### config.mk
export PLATFORM = sky130hd
export DESIGN_NAME = counting_sort_descending_core_flat
export DESIGN_NICKNAME = d
export VERILOG_FILES = /design/src/hw/rtl/csd_pkg.sv /design/src/hw/rtl/csd_if.sv /design/src/hw/rtl/counting_sort_descending_core.sv /design/src/hw/rtl/csd_ctrl.sv /design/src/hw/rtl/csd_datapath.sv /design/src/flat_wrapper.sv
export SDC_FILE = /design/constraint.sdc
export NUM_CORES = 1
export LEC_CHECK = 0
export ABC_AREA = 1
export ABC_CLOCK_PERIOD_IN_PS = 6000
export CAP_MARGIN = 10
export CORE_ASPECT_RATIO = 0.6
export CORE_MARGIN = 4
export CORE_UTILIZATION = 58
export DETAILED_ROUTE_END_ITERATION = 12
export DONT_BUFFER_PORTS = 1
export PLACE_DENSITY = 0.76
export SLEW_MARGIN = 40
export SYNTH_ARGS = -nofsm -noshare
export SYNTH_HDL_FRONTEND = slang
export SYNTH_SLANG_ARGS = --single-unit
### constraint.sdc
create_clock -name clock -period 6 [get_ports clock]
set_input_delay 0.6 -clock clock [delete_from_list [all_inputs] [get_ports clock]]
set_output_delay 0.6 -clock clock [all_outputs]
set_load 0.01 [all_outputs]
### src/hw/rtl/csd_pkg.sv
package csd_pkg;

   localparam int VALUE_W          = 7;
   localparam int COUNT_W          = 7;
   localparam int MAX_ITEMS_DEF    = 64;
   localparam int VALUE_LEVELS_DEF = 128;

   typedef enum logic [2:0] {
      ST_CLEAR,
      ST_LOAD,
      ST_FLUSH,
      ST_READ,
      ST_DRAIN
   } state_type;

   typedef struct packed {
      logic clear;
      logic load;
      logic walk_init;
      logic read;
      logic drain;
      logic next_level;
      logic finish;
   } cmd_type;

   typedef struct packed {
      logic clear_last;
      logic accept_last;
      logic level_zero;
      logic level_empty;
      logic batch_done;
   } status_type;

endpackage

### src/hw/rtl/csd_if.sv
interface csd_req_if;
   logic                        valid;
   logic                        ready;
   logic [csd_pkg::VALUE_W-1:0] value;
   logic                        last;

   modport source (output valid, output value, output last, input ready);
   modport sink   (input valid, input value, input last, output ready);
endinterface

interface csd_rsp_if;
   logic                        valid;
   logic                        ready;
   logic [csd_pkg::VALUE_W-1:0] sorted_value;
   logic                        final_res;

   modport source (output valid, output sorted_value, output final_res, input ready);
   modport sink   (input valid, input sorted_value, input final_res, output ready);
endinterface

### src/hw/rtl/counting_sort_descending_core.sv
// channel   dir  beat fields               accepted when
// req_ch    in   value[6:0], last          valid && ready
// rsp_ch    out  sorted_value[6:0], final_res  valid && ready
//
// Load: one value per cycle; ready stays high until a beat with last is taken.
// Sort: flush, then a read and a drain state per level from the batch maximum down;
//   drain emits the level's results. The memory has separate read and write ports.
// After reset the histogram is cleared level by level from 0 up; ready stays low.
// Stall on rsp_ch holds the walk; the output register takes a new beat as the
//   previous one drains.
module counting_sort_descending_core #(
   parameter int MAX_ITEMS    = csd_pkg::MAX_ITEMS_DEF,
   parameter int VALUE_LEVELS = csd_pkg::VALUE_LEVELS_DEF
) (
   input logic      clock,
   input logic      reset,
   csd_req_if.sink  req_ch,
   csd_rsp_if.source rsp_ch
);

   csd_pkg::cmd_type    cmd;
   csd_pkg::status_type status;

   assign req_ch.ready = cmd.load;

   csd_ctrl u_ctrl (
      .clock  (clock),
      .reset  (reset),
      .status (status),
      .cmd    (cmd)
   );

   csd_datapath #(
      .MAX_ITEMS    (MAX_ITEMS),
      .VALUE_LEVELS (VALUE_LEVELS)
   ) u_datapath (
      .clock            (clock),
      .reset            (reset),
      .cmd              (cmd),
      .status           (status),
      .req_valid        (req_ch.valid),
      .req_value        (req_ch.value),
      .req_last         (req_ch.last),
      .rsp_valid        (rsp_ch.valid),
      .rsp_ready        (rsp_ch.ready),
      .rsp_sorted_value (rsp_ch.sorted_value),
      .rsp_final_res    (rsp_ch.final_res)
   );

endmodule

### src/hw/rtl/csd_ctrl.sv
module csd_ctrl (
   input  logic                clock,
   input  logic                reset,
   input  csd_pkg::status_type status,
   output csd_pkg::cmd_type    cmd
);

   csd_pkg::state_type state_ff;
   csd_pkg::state_type state_in;

   always_ff @(posedge clock) begin
      if (reset) begin
         state_ff <= csd_pkg::ST_CLEAR;
      end else begin
         state_ff <= state_in;
      end
   end

   always_comb begin
      state_in = state_ff;
      case (state_ff)
         csd_pkg::ST_CLEAR: begin
            if (status.clear_last) state_in = csd_pkg::ST_LOAD;
         end
         csd_pkg::ST_LOAD: begin
            if (status.accept_last) state_in = csd_pkg::ST_FLUSH;
         end
         csd_pkg::ST_FLUSH: begin
            state_in = csd_pkg::ST_READ;
         end
         csd_pkg::ST_READ: begin
            state_in = csd_pkg::ST_DRAIN;
         end
         csd_pkg::ST_DRAIN: begin
            if (status.batch_done) begin
               state_in = csd_pkg::ST_LOAD;
            end else if (status.level_empty) begin
               state_in = status.level_zero ? csd_pkg::ST_LOAD : csd_pkg::ST_READ;
            end
         end
         default: begin
            state_in = csd_pkg::ST_CLEAR;
         end
      endcase
   end

   always_comb begin
      cmd = '0;
      case (state_ff)
         csd_pkg::ST_CLEAR: begin
            cmd.clear = 1'b1;
         end
         csd_pkg::ST_LOAD: begin
            cmd.load = 1'b1;
         end
         csd_pkg::ST_FLUSH: begin
            cmd.walk_init = 1'b1;
         end
         csd_pkg::ST_READ: begin
            cmd.read = 1'b1;
         end
         csd_pkg::ST_DRAIN: begin
            cmd.drain = 1'b1;
            if (status.batch_done) begin
               cmd.finish = 1'b1;
            end else if (status.level_empty) begin
               if (status.level_zero) begin
                  cmd.finish = 1'b1;
               end else begin
                  cmd.next_level = 1'b1;
               end
            end
         end
         default: begin
            cmd = '0;
         end
      endcase
   end

endmodule

### src/hw/rtl/csd_datapath.sv
module csd_datapath #(
   parameter int MAX_ITEMS    = csd_pkg::MAX_ITEMS_DEF,
   parameter int VALUE_LEVELS = csd_pkg::VALUE_LEVELS_DEF
) (
   input  logic                        clock,
   input  logic                        reset,
   input  csd_pkg::cmd_type            cmd,
   output csd_pkg::status_type         status,
   input  logic                        req_valid,
   input  logic [csd_pkg::VALUE_W-1:0] req_value,
   input  logic                        req_last,
   output logic                        rsp_valid,
   input  logic                        rsp_ready,
   output logic [csd_pkg::VALUE_W-1:0] rsp_sorted_value,
   output logic                        rsp_final_res
);

   localparam int VW = csd_pkg::VALUE_W;
   localparam int NW = csd_pkg::COUNT_W;
   localparam int LW = $clog2(VALUE_LEVELS);
   localparam int CW = (LW > VW) ? LW : VW;
   localparam int IW = $clog2(MAX_ITEMS + 1);

   logic [NW-1:0] hist_mem [VALUE_LEVELS];

   logic [IW-1:0] item_count_ff, item_count_in;
   logic [LW-1:0] max_ff, max_in;
   logic [LW-1:0] lvl_ff, lvl_in;
   logic [NW-1:0] rd_ff;
   logic          take_ff;
   logic [NW-1:0] cnt_ff, cnt_in;
   logic          p_valid_ff;
   logic [LW-1:0] p_addr_ff;
   logic          w_valid_ff;
   logic [LW-1:0] w_addr_ff;
   logic [NW-1:0] w_data_ff;
   logic          rsp_valid_ff;
   logic [VW-1:0] rsp_value_ff;
   logic          rsp_final_ff;

   logic [CW-1:0] v_ext;
   logic [LW-1:0] v_lvl;
   logic          accept;
   logic          count_ok;
   logic          add_item;
   logic [NW-1:0] load_base;
   logic [NW-1:0] load_inc;
   logic [NW-1:0] cur_cnt;
   logic          emit_ok;
   logic          emit_fire;
   logic [LW-1:0] rd_addr;
   logic          wr_en;
   logic [LW-1:0] wr_addr;
   logic [NW-1:0] wr_data;

   assign v_ext    = CW'(req_value);
   assign v_lvl    = (v_ext > CW'(VALUE_LEVELS - 1)) ? LW'(VALUE_LEVELS - 1) : LW'(v_ext);
   assign accept   = cmd.load && req_valid;
   assign count_ok = item_count_ff < IW'(MAX_ITEMS);
   assign add_item = accept && count_ok;

   // forward the previous cycle's write on back-to-back hits
   assign load_base = (w_valid_ff && (w_addr_ff == p_addr_ff)) ? w_data_ff : rd_ff;
   assign load_inc  = load_base + NW'(1);

   assign cur_cnt   = take_ff ? rd_ff : cnt_ff;
   assign emit_ok   = !rsp_valid_ff || rsp_ready;
   assign emit_fire = cmd.drain && (cur_cnt != '0) && (item_count_ff != '0) && emit_ok;

   assign rd_addr = cmd.load ? v_lvl : lvl_ff;

   always_comb begin
      wr_en   = 1'b0;
      wr_addr = lvl_ff;
      wr_data = '0;
      if (p_valid_ff) begin
         wr_en   = 1'b1;
         wr_addr = p_addr_ff;
         wr_data = load_inc;
      end else if (cmd.clear || (cmd.drain && take_ff)) begin
         wr_en   = 1'b1;
      end
   end

   always_ff @(posedge clock) begin
      if (wr_en) begin
         hist_mem[wr_addr] <= wr_data;
      end
      rd_ff <= hist_mem[rd_addr];
   end

   always_comb begin
      item_count_in = item_count_ff;
      if (cmd.finish) begin
         item_count_in = '0;
      end else if (add_item) begin
         item_count_in = item_count_ff + IW'(1);
      end else if (emit_fire) begin
         item_count_in = item_count_ff - IW'(1);
      end
   end

   always_comb begin
      max_in = max_ff;
      if (cmd.finish) begin
         max_in = '0;
      end else if (add_item && (v_lvl > max_ff)) begin
         max_in = v_lvl;
      end
   end

   always_comb begin
      lvl_in = lvl_ff;
      if (cmd.clear) begin
         lvl_in = lvl_ff + LW'(1);
      end else if (cmd.walk_init) begin
         lvl_in = max_ff;
      end else if (cmd.next_level) begin
         lvl_in = lvl_ff - LW'(1);
      end
   end

   assign cnt_in = emit_fire ? (cur_cnt - NW'(1)) : cur_cnt;

   always_ff @(posedge clock) begin
      if (reset) begin
         item_count_ff <= '0;
         max_ff        <= '0;
         lvl_ff        <= '0;
         take_ff       <= 1'b0;
         p_valid_ff    <= 1'b0;
         w_valid_ff    <= 1'b0;
         rsp_valid_ff  <= 1'b0;
      end else begin
         item_count_ff <= item_count_in;
         max_ff        <= max_in;
         lvl_ff        <= lvl_in;
         take_ff       <= cmd.read;
         p_valid_ff    <= add_item;
         w_valid_ff    <= p_valid_ff;
         if (emit_fire) begin
            rsp_valid_ff <= 1'b1;
         end else if (rsp_ready) begin
            rsp_valid_ff <= 1'b0;
         end
      end
   end

   always_ff @(posedge clock) begin
      cnt_ff    <= cnt_in;
      p_addr_ff <= v_lvl;
      w_addr_ff <= p_addr_ff;
      w_data_ff <= load_inc;
      if (emit_fire) begin
         rsp_value_ff <= VW'(CW'(lvl_ff));
         rsp_final_ff <= item_count_ff == IW'(1);
      end
   end

   assign status.clear_last  = lvl_ff == LW'(VALUE_LEVELS - 1);
   assign status.accept_last = accept && req_last;
   assign status.level_zero  = lvl_ff == '0;
   assign status.level_empty = cur_cnt == '0;
   assign status.batch_done  = item_count_ff == '0;

   assign rsp_valid        = rsp_valid_ff;
   assign rsp_sorted_value = rsp_value_ff;
   assign rsp_final_res    = rsp_final_ff;

endmodule

### src/flat_wrapper.sv
// flat-port wrapper written by rule: the top's interface ports become plain ports
module counting_sort_descending_core_flat 
#(
   parameter int MAX_ITEMS    = csd_pkg::MAX_ITEMS_DEF,
   parameter int VALUE_LEVELS = csd_pkg::VALUE_LEVELS_DEF
)
  (clock, reset, req_ch_valid, req_ch_value, req_ch_last, req_ch_ready, rsp_ch_valid, rsp_ch_sorted_value, rsp_ch_final_res, rsp_ch_ready);
  csd_req_if req_ch_i ();
  csd_rsp_if rsp_ch_i ();
  input logic clock;
  input logic reset;
  input wire logic [$bits(req_ch_i.valid)-1:0] req_ch_valid;
  input wire logic [$bits(req_ch_i.value)-1:0] req_ch_value;
  input wire logic [$bits(req_ch_i.last)-1:0] req_ch_last;
  output wire logic [$bits(req_ch_i.ready)-1:0] req_ch_ready;
  output wire logic [$bits(rsp_ch_i.valid)-1:0] rsp_ch_valid;
  output wire logic [$bits(rsp_ch_i.sorted_value)-1:0] rsp_ch_sorted_value;
  output wire logic [$bits(rsp_ch_i.final_res)-1:0] rsp_ch_final_res;
  input wire logic [$bits(rsp_ch_i.ready)-1:0] rsp_ch_ready;
  assign req_ch_i.valid = req_ch_valid;
  assign req_ch_i.value = req_ch_value;
  assign req_ch_i.last = req_ch_last;
  assign req_ch_ready = req_ch_i.ready;
  assign rsp_ch_valid = rsp_ch_i.valid;
  assign rsp_ch_sorted_value = rsp_ch_i.sorted_value;
  assign rsp_ch_final_res = rsp_ch_i.final_res;
  assign rsp_ch_i.ready = rsp_ch_ready;
  counting_sort_descending_core #(.MAX_ITEMS(MAX_ITEMS), .VALUE_LEVELS(VALUE_LEVELS)) u_core (.clock(clock), .reset(reset), .req_ch(req_ch_i), .rsp_ch(rsp_ch_i));
endmodule
### After elaboration in Yosys (flattened, before gate mapping)

Memories as Yosys holds them, arrays and structs flattened. A register that Yosys moved wholly into a read port is not among the register bits.
Cells that the tools add are included.

* memory bits (read-only): 0
* bits in latches: 0
* memory bits (writable): 896
* input port bits: 12
* memories: 1
* logic and storage cells: 91
* output and inout bits: 10
* bits in registers: 64

Memory list
* u_core.u_datapath.hist_mem: depth 128, bits a word 7, read ports 1, clocked after Yosys merged registers in 1, write ports 1, line csd_datapath.sv:24 `logic [NW-1:0] hist_mem [VALUE_LEVELS];`

* add/sub/neg operators: 6
* multipliers: 0
* reduce and logical (&&, ||, !) cells: 23
* mux-type cells: 34
* eq/ne operators: 10
* order comparisons: 3
* divide/modulo/power cells: 0
* shift operators: 0
* bitwise logic cells: 0

Operator list (count)
* $mux 7: 12
* $add 7x1->7 const B: 3
* $logic_not 7->1: 3
* $sub 7x1->7 const B: 3
* $mux 3: 5
* $pmux 3 s5: 1
* $mux 1: 14
* $reduce_bool 7->1: 2
* $logic_and 1x1->1: 9
* $eq 7x1->1 const B: 1
* $eq 7x7->1: 1
* $eq 7x7->1 const B: 1
* $gt 7x7->1: 1
* $gt 7x7->1 const B: 1
* $lt 7x7->1 const B: 1
* $eq 3x2->1 const B: 2
* $mux 2: 2
* $ne 2x1->1 const B: 2
* $reduce_bool 2->1: 2
* $eq 3x1->1 const B: 1
* $eq 3x3->1 const B: 1
* $logic_not 3->1: 1
* $ne 3x1->1 const B: 1
* $reduce_and 3->1: 1
* other kinds (4): 5

### Longest topological paths before layout

Gate-level depths: netlist of run 1.

* word-level depth: 11
* mapped depth: 16
* gate-level depth less buffers: 15

### Hierarchy

From an unflattened synthesis of run 1, not the netlist that was laid out.

* cell total of the unflattened synthesis: 4386
* area, all modules: 43312.8 um2

Modules (own cells, without submodules)
* csd_datapath: area each 43086.3 um2, sequential area each 28347.2 um2, times used 1, cells each 4345
* csd_ctrl: area each 226.5 um2, sequential area each 60.1 um2, times used 1, cells each 41

### Least setup slack after synthesis of run 1

Ideal clock, no wire load.

* path type: register to register
* start: reg u_core.u_datapath.p_addr_ff[1]
* end: mem u_core.u_datapath.hist_mem[0][6] (netlist bit) (data pin)
* stages on the path, launching flop included: 17
* data arrival time: 4746 ps
* setup time: 798 ps
* path buffers: 1
* path slack: 455 ps
* path through: dfxtp_1 -> inv_2 -> nand2_1 -> nand4_1 -> nor3_1 -> nand2_1 -> buf_2 -> nand2_1 -> o21ai_1 -> inv_1 -> ha_1 -> inv_1 -> nor2_1 -> nand3_1 -> nand2_1 -> nand2_1 -> nor2_1

* cells in the longest elaborated chain, start to end: 5

RTL lines
* start, declared: line csd_datapath.sv:33 `logic [LW-1:0] p_addr_ff;`
* start signal, assigned: line csd_datapath.sv:151 `p_addr_ff <= v_lvl;`
* $eq 7x7->1: line csd_datapath.sv:63 `assign load_base = (w_valid_ff && (w_addr_ff == p_addr_ff)) ? w_data_ff : rd_ff;`
* $logic_and 1x1->1: line csd_datapath.sv:63
* $mux 7: line csd_datapath.sv:63
* $add 7x1->7: line csd_datapath.sv:64 `assign load_inc = load_base + NW'(1);`
* $mux 7: line csd_datapath.sv:76 `if (p_valid_ff) begin`
* net u_core.u_datapath.wr_data[6]: line csd_datapath.sv:54 `logic [NW-1:0] wr_data;`
* end, declared: line csd_datapath.sv:24

The timed path passes the listed nets, and every way through them passes these cells.

### Worst setup path in the final report of run 1

* start: reg u_core.u_datapath.p_addr_ff[0]
* end: mem u_core.u_datapath.hist_mem[59][4] (netlist bit) (data pin)

* cells in the longest elaborated chain, start to end: 5

RTL lines
* $eq 7x7->1: line csd_datapath.sv:63
* $logic_and 1x1->1: line csd_datapath.sv:63
* $mux 7: line csd_datapath.sv:63
* $add 7x1->7: line csd_datapath.sv:64
* net u_core.u_datapath.load_inc[4]: line csd_datapath.sv:47 `logic [NW-1:0] load_inc;`
* $mux 7: line csd_datapath.sv:76
* net u_core.u_datapath.wr_data[4]: line csd_datapath.sv:54

The timed path passes the listed nets, and every way through them passes these cells.

==> results of run 1 <==
-- how the worst min path moves through the flow --
stage	start	to	slack [ns]	cells after the start
finish	reset	u_core.u_datapath.p_valid_ff	0.05	1
CTS	reset	u_core.u_datapath.p_valid_ff	0.02	1
detailed placement	u_core.u_datapath.p_addr_ff[5]	u_core.u_datapath.w_addr_ff[5]	0.36	0
global route	reset	u_core.u_datapath.p_valid_ff	0.02	1
global placement	u_core.u_datapath.p_addr_ff[5]	u_core.u_datapath.w_addr_ff[5]	0.35	0
floorplan	u_core.u_datapath.p_addr_ff[5]	u_core.u_datapath.w_addr_ff[5]	0.35	0
-- cells by family (layout without fill, tap and decap cells) --
logic type | after synthesis | after routing | share of synthesized area (%)
AO/OA/AOI/OAI | 89 | 89 | 1.26
XOR/XNOR | 17 | 17 | 0.348
adder cells (fa/ha/maj) | 15 | 15 | 0.439
buffers and inverters | 973 | 975 | 9.18
flip-flops | 967 | 967 | 66.4
multiplexers | 2 | 2 | 0.0468
AND/OR/NAND/NOR | 2237 | 2237 | 22.3
-- final cells by class --
type | instances | area (um2) | area share, %
inverters | 758 | 2850 | 6.13
well taps | 975 | 1220 | 2.62
repair buffers | 61 | 778 | 1.67
multi-input cells | 2360 | 10500 | 22.6
flip-flops and latches | 967 | 28400 | 61.0
clock inverters | 50 | 536 | 1.15
clock buffers | 106 | 2230 | 4.80
-- worst register-to-register path, cell delays in order, from the launching register on --
cell                      delay, ns
sky130_fd_sc_hd__dfxtp_1       0.36
sky130_fd_sc_hd__inv_1         0.06
sky130_fd_sc_hd__nand2_1       0.06
sky130_fd_sc_hd__nand4_1       0.10
sky130_fd_sc_hd__nor3_1        0.34
sky130_fd_sc_hd__nand2_1       0.38
sky130_fd_sc_hd__nand2_1       0.15
sky130_fd_sc_hd__o21ai_1       0.11
sky130_fd_sc_hd__inv_1         0.16
sky130_fd_sc_hd__ha_1          0.17
sky130_fd_sc_hd__inv_1         0.06
sky130_fd_sc_hd__nor2_1        0.19
sky130_fd_sc_hd__xor2_1        0.20
sky130_fd_sc_hd__and2_4        0.37
sky130_fd_sc_hd__buf_12        0.26
sky130_fd_sc_hd__buf_12        0.26
sky130_fd_sc_hd__buf_4         0.37
-- report_power, final --
part           switching, mW  internal (mW)  leakage (nW)
sequential            0.0234           7.31          7.30
combinational          0.780          0.303          11.3
clock                   2.47           3.09          1.34
-- synthesized netlist by cell type, types with 3 or more instances --
master / instances / area, um2
sky130_fd_sc_hd__nand3b_1: 14 / 105
sky130_fd_sc_hd__nand3_1: 791 / 3960
sky130_fd_sc_hd__a211oi_1: 6 / 45.0
sky130_fd_sc_hd__edfxtp_1: 904 / 27100
sky130_fd_sc_hd__xnor2_1: 4 / 35.0
sky130_fd_sc_hd__buf_1: 14 / 52.6
sky130_fd_sc_hd__nand4_1: 7 / 43.8
sky130_fd_sc_hd__ha_1: 15 / 188
sky130_fd_sc_hd__o211ai_1: 10 / 75.1
sky130_fd_sc_hd__o21a_1: 3 / 22.5
sky130_fd_sc_hd__dfxtp_1: 63 / 1260
sky130_fd_sc_hd__buf_6: 12 / 135
sky130_fd_sc_hd__inv_2: 7 / 26.3
sky130_fd_sc_hd__or2_2: 3 / 18.8
sky130_fd_sc_hd__nor4_1: 3 / 18.8
sky130_fd_sc_hd__a31oi_1: 4 / 25.0
sky130_fd_sc_hd__o21ai_1: 6 / 30.0
sky130_fd_sc_hd__a21oi_1: 17 / 85.1
sky130_fd_sc_hd__o21ai_0: 33 / 165
sky130_fd_sc_hd__clkbuf_1: 46 / 173
sky130_fd_sc_hd__nand2_1: 1217 / 4570
sky130_fd_sc_hd__nor3_1: 5 / 25.0
sky130_fd_sc_hd__xor2_1: 13 / 114
sky130_fd_sc_hd__nor2_1: 188 / 706
sky130_fd_sc_hd__inv_1: 750 / 2820
sky130_fd_sc_hd__buf_2: 141 / 706
-- per-layer routing --
metal | share of wire [%] | GRT usage, % | vias to the layer above | wire length [um]
li1 | - | - | 13800 | -
met1 | 41 | 41.7 | 14000 | 44500
met2 | 42 | 39.7 | 1984 | 45700
met3 | 15 | 8.68 | 222 | 15900
met4 | 2.5 | 8.00 | 2 | 2770
met5 | 0.012 | 0 | - | 13
-- through the flow --
step                      hold WS [ns]  util, %  cell area (um2)  power, mW
final                           0.0500     64.3            46600       14.0
after global placement           0.353     60.1            43500       8.48
after global routing            0.0215     64.3            46600       14.4
after detailed placement         0.357     60.3            43600       8.52
after floorplan                  0.350        -            42800       8.18
after CTS                       0.0157     64.3            46500       14.0
-- timing repair --
action / in CTS / in global routing
buffers inserted: 0 / 0
hold buffers: 8 / 0
endpoints found under the hold margin: 15 / 0
==> load_flow_metrics.sql, run 1 <==
INSERT INTO impl_metrics (metric_group, metric, value, unit) VALUES
('synthesis', 'ys_types', '43', ''),
('timing', 'drv_slew', '0', ''),
('setup_path', 'crit_path_start_kind', 'flop', ''),
('setup_path', 'timing.critical_path.slowest_stage_cell', 'sky130_fd_sc_hd__nand2_1', ''),
('timing', 'setup_tns', '0', 'ns'),
('synthesis', 'mappedNetlistNets', '4327', ''),
('route', 'aggregate_routed_wire_length', '109', 'mm'),
('pwr', 'power_density_cells', '300', 'nW/um2'),
('route', 'drc_violation_total_after_the_first_tritonroute_iteration', '4470', ''),
('setup_path', 'critPathArrivalTime', '4.29', 'ns'),
('cells_and_area', 'layout.filler_cells', '5317', ''),
('setup_path', 'critical_path_class', 'reg -> reg', ''),
('cells_and_area', 'largest_register', 'u_core.u_datapath.hist_mem', ''),
('route', 'vias', '30000', ''),
('setup_path', 'crit_path_max_incr_delay', '0.38', 'ns'),
('placement', 'dp_cells', '5111', ''),
('pwr', 'power_leakage', '19.9', 'nW'),
('grt', 'grt_total_ovfl', '0', ''),
('route', 'drcViolationCount', '0', ''),
('clocking', 'clk_latency', '0.66', 'ns'),
('cells_and_area', 'area_growth', '8.90', '%'),
('floorplan', 'design.core.area', '72400', 'um2'),
('route', 'first_drt_pass_iteration_count', '6', ''),
('setup_path', 'crit_path_end_kind', 'flop', ''),
('cells_and_area', 'insertedDiodeCount', '0', ''),
('setup_path', 'cp.required', '6.43', 'ns'),
('placement', 'gp_congestion', '0.942', ''),
('placement', 'post-place-ws', '2.29', 'ns'),
('floorplan', 'floorplan.initialDensity', '59.1', '%'),
('route', 'routed_via_density', '5.68', ''),
('timing', 'min_cycle_time_layout', '3.86', 'ns'),
('clocking', 'cts_htree_levels', '3', ''),
('timing', 'min_period_over_period', '64.3', '%'),
('timing', 'fmax', '259', 'MHz'),
('cells_and_area', 'largest_register_ff_count', '896', ''),
('setup_path', 'setup.worst_path.start', 'u_core.u_datapath.p_addr_ff[0]', ''),
('cells_and_area', 'final_instance_count_excl_fillers', '5277', ''),
('clocking', 'worst_setup_hold_path_clk_slew', '0.07', 'ns'),
('timing', 'timing.slew.headroom', '40.0', '%'),
('floorplan', 'std_cell_rows', '76', ''),
('route', 'detail_route.wl_per_cell', '20.6', 'um'),
('floorplan', 'die_height', '218', 'um'),
('setup_path', 'ff2ff_setup_slack', '2.14', 'ns'),
('flow_run', 'number_of_max_cap_violations', '0', ''),
('worst_hold_path', 'min-delay-path-class', 'in -> reg', ''),
('floorplan', 'io-pin-count', '22', ''),
('setup_path', 'crit_path_cell_chain', 'inv_1 > nand2_1 > nand4_1 > nor3_1 > nand2_1 > nand2_1 > o21ai_1 > inv_1 > ha_1 > inv_1 > nor2_1 > xor2_1 > and2_4 > buf_12 > buf_12 > buf_4', ''),
('clocking', 'cts.repair.resized', '0', ''),
('cells_and_area', 'layout.cells.most_common_list', 'sky130_fd_sc_hd__nand2_1 (1,211), sky130_fd_sc_hd__edfxtp_1 (904), sky130_fd_sc_hd__nand3_1 (791)', ''),
('grt', 'global_route_total_usage_across_every_layer', '27.9', '%'),
('setup_path', 'timing.critical_path.max_delay_family', 'simple AND/OR/NAND/NOR gates', ''),
('clocking', 'tritoncts', 'done', ''),
('timing', 'timing.final.ws_setup', '2.14', 'ns'),
('placement', 'buffer_ports.inserted', '0', ''),
('grt', 'antenna_violations_before_repair', '1', ''),
('clocking', 'root_buffer', 'sky130_fd_sc_hd__clkbuf_16', ''),
('cells_and_area', 'layout.nets', '4258', ''),
('synthesis', 'synth_seq_area_share', '66.4', '%'),
('timing', 'report.final.setup_viol', '0', ''),
('timing', 'setup_repair_after_global_routing_missed_its_margin', 'no', ''),
('setup_path', 'destination_of_the_worst_register_to_register_timing_path', 'u_core.u_datapath.hist_mem[59][4]', ''),
('synthesis', 'syn_avg_cell_area', '9.94', 'um2'),
('synthesis', 'ys_seq_elements', '967', ''),
('outcome', 'run_status', 'complete, no violations', ''),
('grt', 'grt_pass1_vias', '28100', ''),
('synthesis', 'edff_count_synth', '904', ''),
('cells_and_area', 'mostFrequentLayoutCell', 'sky130_fd_sc_hd__nand2_1', ''),
('floorplan', 'fp.dieArea', '78300', 'um2'),
('timing', 'tightestPinTransition', '0.896', 'ns'),
('synthesis', 'syn-cell-area', '42800', 'um2'),
('synthesis', 'postSynth.topFlopCell', 'sky130_fd_sc_hd__edfxtp_1', '');
No activity file was read; power rests on OpenSTA's default activity.
==> inputs of run 2 (changes only) <==
- ABC_CLOCK_PERIOD_IN_PS: 6000 -> 3250
- clock period: 6 -> 3.25 ns (I/O delays scaled with it)
==> run 2 against run 1 <==
  * Register-to-register slack got worse by 1.9 ns
  * Total power rose by 85%
  * Critical path depth fell by 8
  * Largest cell class unchanged
  * Highest routed layer unchanged
==> load_flow_metrics.sql, run 2 (synthesis results as in run 1) <==
INSERT INTO impl_metrics (metric_group, metric, value, unit) VALUES
('cells_and_area', 'layout.nets', '4310', ''),
('setup_path', 'crit_path_max_incr_delay', '0.66', 'ns'),
('clocking', 'tritoncts', 'done', ''),
('setup_path', 'ff2ff_setup_slack', '0.20', 'ns'),
('grt', 'grt_pass1_vias', '27700', ''),
('grt', 'grt_first_pass_wirelength', '168', 'mm'),
('clocking', 'tritoncts_num_sinks', '967', ''),
('route', 'drcViolationCount', '0', ''),
('timing', 'fmax', '328', 'MHz'),
('timing', 'timing.slew.headroom', '48.7', '%'),
('floorplan', 'die_height', '218', 'um'),
('grt', 'grt_total_ovfl', '0', ''),
('cells_and_area', 'insertedDiodeCount', '0', ''),
('setup_path', 'cp.required', '3.52', 'ns'),
('timing', 'drv_slew', '0', ''),
('grt', 'antenna_violations_before_repair', '3', ''),
('timing', 'min_period_over_period', '93.8', '%'),
('setup_path', 'critPathArrivalTime', '3.32', 'ns'),
('clocking', 'worst_setup_hold_path_clk_slew', '0.07', 'ns'),
('grt', 'maximum_number_of_pins_on_one_net_before_global_route_repair', '134', ''),
('timing', 'worst_clock_skew', '0.0227', 'ns'),
('floorplan', 'design.core.area', '72400', 'um2'),
('route', 'drt.antenna.violating_nets', '0', ''),
('cells_and_area', 'layout.filler_cells', '5452', ''),
('floorplan', 'io-pin-count', '22', ''),
('route', 'routed_via_density', '5.63', ''),
('cells_and_area', 'largest_register_ff_count', '896', ''),
('route', 'aggregate_routed_wire_length', '111', 'mm'),
('cells_and_area', 'drive_above_1_share', '5.66', '%'),
('placement', 'dp_hpwl', '66.7', 'mm'),
('route', 'detail_route.wl_per_cell', '20.8', 'um'),
('route', 'first_drt_pass_iteration_count', '7', ''),
('floorplan', 'die_width', '358', 'um'),
('floorplan', 'floorplan.initialDensity', '59.1', '%'),
('clocking', 'cts.path.max_buffers', '3', ''),
('route', 'drc_violation_total_after_the_first_tritonroute_iteration', '4209', ''),
('timing', 'setup_repair_after_global_routing_missed_its_margin', 'no', ''),
('flow_run', 'number_of_max_cap_violations', '0', ''),
('setup_path', 'crit_path_start_kind', 'flop', ''),
('cells_and_area', 'mostFrequentLayoutCell', 'sky130_fd_sc_hd__nand2_1', ''),
('timing', 'report.final.setup_viol', '0', ''),
('timing', 'min_cycle_time_layout', '3.05', 'ns'),
('grt', 'global_route_total_usage_across_every_layer', '28.5', '%'),
('cells_and_area', 'area_growth', '10.1', '%'),
('cells_and_area', 'ff_latch_area', '28400', 'um2'),
('timing', 'finalHoldViolations', '0', ''),
('cells_and_area', 'multi_input_area', '10500', 'um2'),
('setup_path', 'timing.critical_path.slowest_stage_cell', 'sky130_fd_sc_hd__nor2_1', ''),
('placement', 'post-place-ws', '0.315', 'ns'),
('clocking', 'clk_latency', '0.65', 'ns'),
('floorplan', 'std_cell_rows', '76', ''),
('outcome', 'run_status', 'complete, no violations', ''),
('placement', 'gp_congestion', '0.939', ''),
('cells_and_area', 'finalCoreUtilization', '65.0', '%'),
('setup_path', 'crit_path_end_kind', 'flop', ''),
('route', 'vias', '30000', ''),
('worst_hold_path', 'min-delay-path-class', 'in -> reg', ''),
('pwr', 'peak_supply_drop', '0.518', 'mV'),
('setup_path', 'critical_path_peak_fanout', '8', ''),
('pwr', 'power_density_cells', '549', 'nW/um2'),
('cells_and_area', 'layout.cells.most_common_list', 'sky130_fd_sc_hd__nand2_1 (1,215), sky130_fd_sc_hd__edfxtp_1 (904), sky130_fd_sc_hd__nand3_1 (791)', ''),
('clocking', 'root_buffer', 'sky130_fd_sc_hd__clkbuf_16', ''),
('clocking', 'cts-buffers-inserted', '83', ''),
('pwr', 'power_leakage', '20.2', 'nW'),
('floorplan', 'fp.dieArea', '78300', 'um2'),
('setup_path', 'crit_path_cell_chain', 'inv_1 > buf_4 > or2_2 > o21ai_0 > inv_1 > nor2_1 > nand2_1 > nor2_1', ''),
('timing', 'tightestPinTransition', '0.767', 'ns'),
('cells_and_area', 'largest_register', 'u_core.u_datapath.hist_mem', ''),
('placement', 'buffer_ports.inserted', '0', ''),
('clocking', 'cts.repair.resized', '0', ''),
('clocking', 'cts_htree_levels', '3', ''),
('setup_path', 'critical_path_class', 'reg -> reg', ''),
('timing', 'timing.final.ws_setup', '0.203', 'ns');
[run 2: cell count changes in the layout (fill, tap and decap cells not counted), moves of 3 or more]
cell and change:
sky130_fd_sc_hd__buf_4 +37, sky130_fd_sc_hd__buf_12 +17, sky130_fd_sc_hd__nor2_1 +6, sky130_fd_sc_hd__nor2_2 -6, sky130_fd_sc_hd__clkinv_2 -5, sky130_fd_sc_hd__inv_6 -5
sky130_fd_sc_hd__clkinv_1 +4, sky130_fd_sc_hd__nand2_1 +4, sky130_fd_sc_hd__nand2_2 -4, sky130_fd_sc_hd__clkbuf_1 +3, sky130_fd_sc_hd__dlygate4sd3_1 +3
[run 2: cell type report]
| class | instances | share of cell area, % |
|---|---|---|
| tap | 975 | 2.59 |
| timing repair buffer | 113 | 2.81 |
| clock buffer | 111 | 4.90 |
| multi-input combinational | 2360 | 22.3 |
| sequential | 967 | 60.4 |
| clock inverter | 39 | 0.928 |
| inverter | 758 | 6.06 |
[run 2: stage by stage]
step	hold WS, ns	cell area (um2)	setup TNS, ns	power, mW	instances
2_1_floorplan	0.350	42800	-44.26	15.1	4300
3_3_place_gp	0.353	44200	0	15.8	5161
3_5_place_dp	0.353	44200	0	15.8	5162
4_1_cts	0.0493	47100	0	25.8	5323
5_1_grt	0.0816	47100	0	26.6	5323
6_report	0.0850	47100	0	25.8	5323
[run 2: path summary, 6_finish.rpt]
| kind | startpoint | to | depth (start not counted) |
|---|---|---|---|
| setup / recovery | u_core.u_datapath.p_valid_ff | u_core.u_datapath.hist_mem[10][3] | 8 |
| hold / removal | req_ch_value[6] | u_core.u_datapath.rd_ff[6] | 5 |
| setup reg to reg | u_core.u_datapath.p_valid_ff | u_core.u_datapath.hist_mem[10][3] | 8 |
| hold reg to reg | u_core.u_datapath.p_addr_ff[0] | u_core.u_datapath.w_addr_ff[0] | 0 |
[run 2: metal layers]
| metal | global-route usage [%] | vias up | part of all wire (%) | routed length, um |
|---|---|---|---|---|
| li1 | - | 13900 | - | - |
| met3 | 11.1 | 211 | 15 | 16400 |
| met5 | 0 | - | 0.012 | 13 |
| met4 | 7.76 | 2 | 2.7 | 2940 |
| met2 | 38.7 | 1814 | 41 | 44900 |
| met1 | 42.7 | 14000 | 42 | 46300 |
[run 2: worst max-delay path: cells and delay by family, from the launching register on]
kind | cells | cell delay [ns]
and+or+nand+nor | 4 | 1.87
AOI/OAI and AO/OA | 1 | 0.14
buffers and inverters | 3 | 0.32
DFF | 1 | 0.33
[run 2: power by group]
part	leakage, nW	switching (mW)	internal, mW
logic	11.6	1.46	0.604
clock network	1.33	4.44	5.78
registers	7.30	0.0472	13.5
[run 2: repair_timing]
action / in CTS / in global routing
endpoints found under the hold margin: 28 / 0
buffers inserted: 0 / 0
hold buffers: 11 / 0
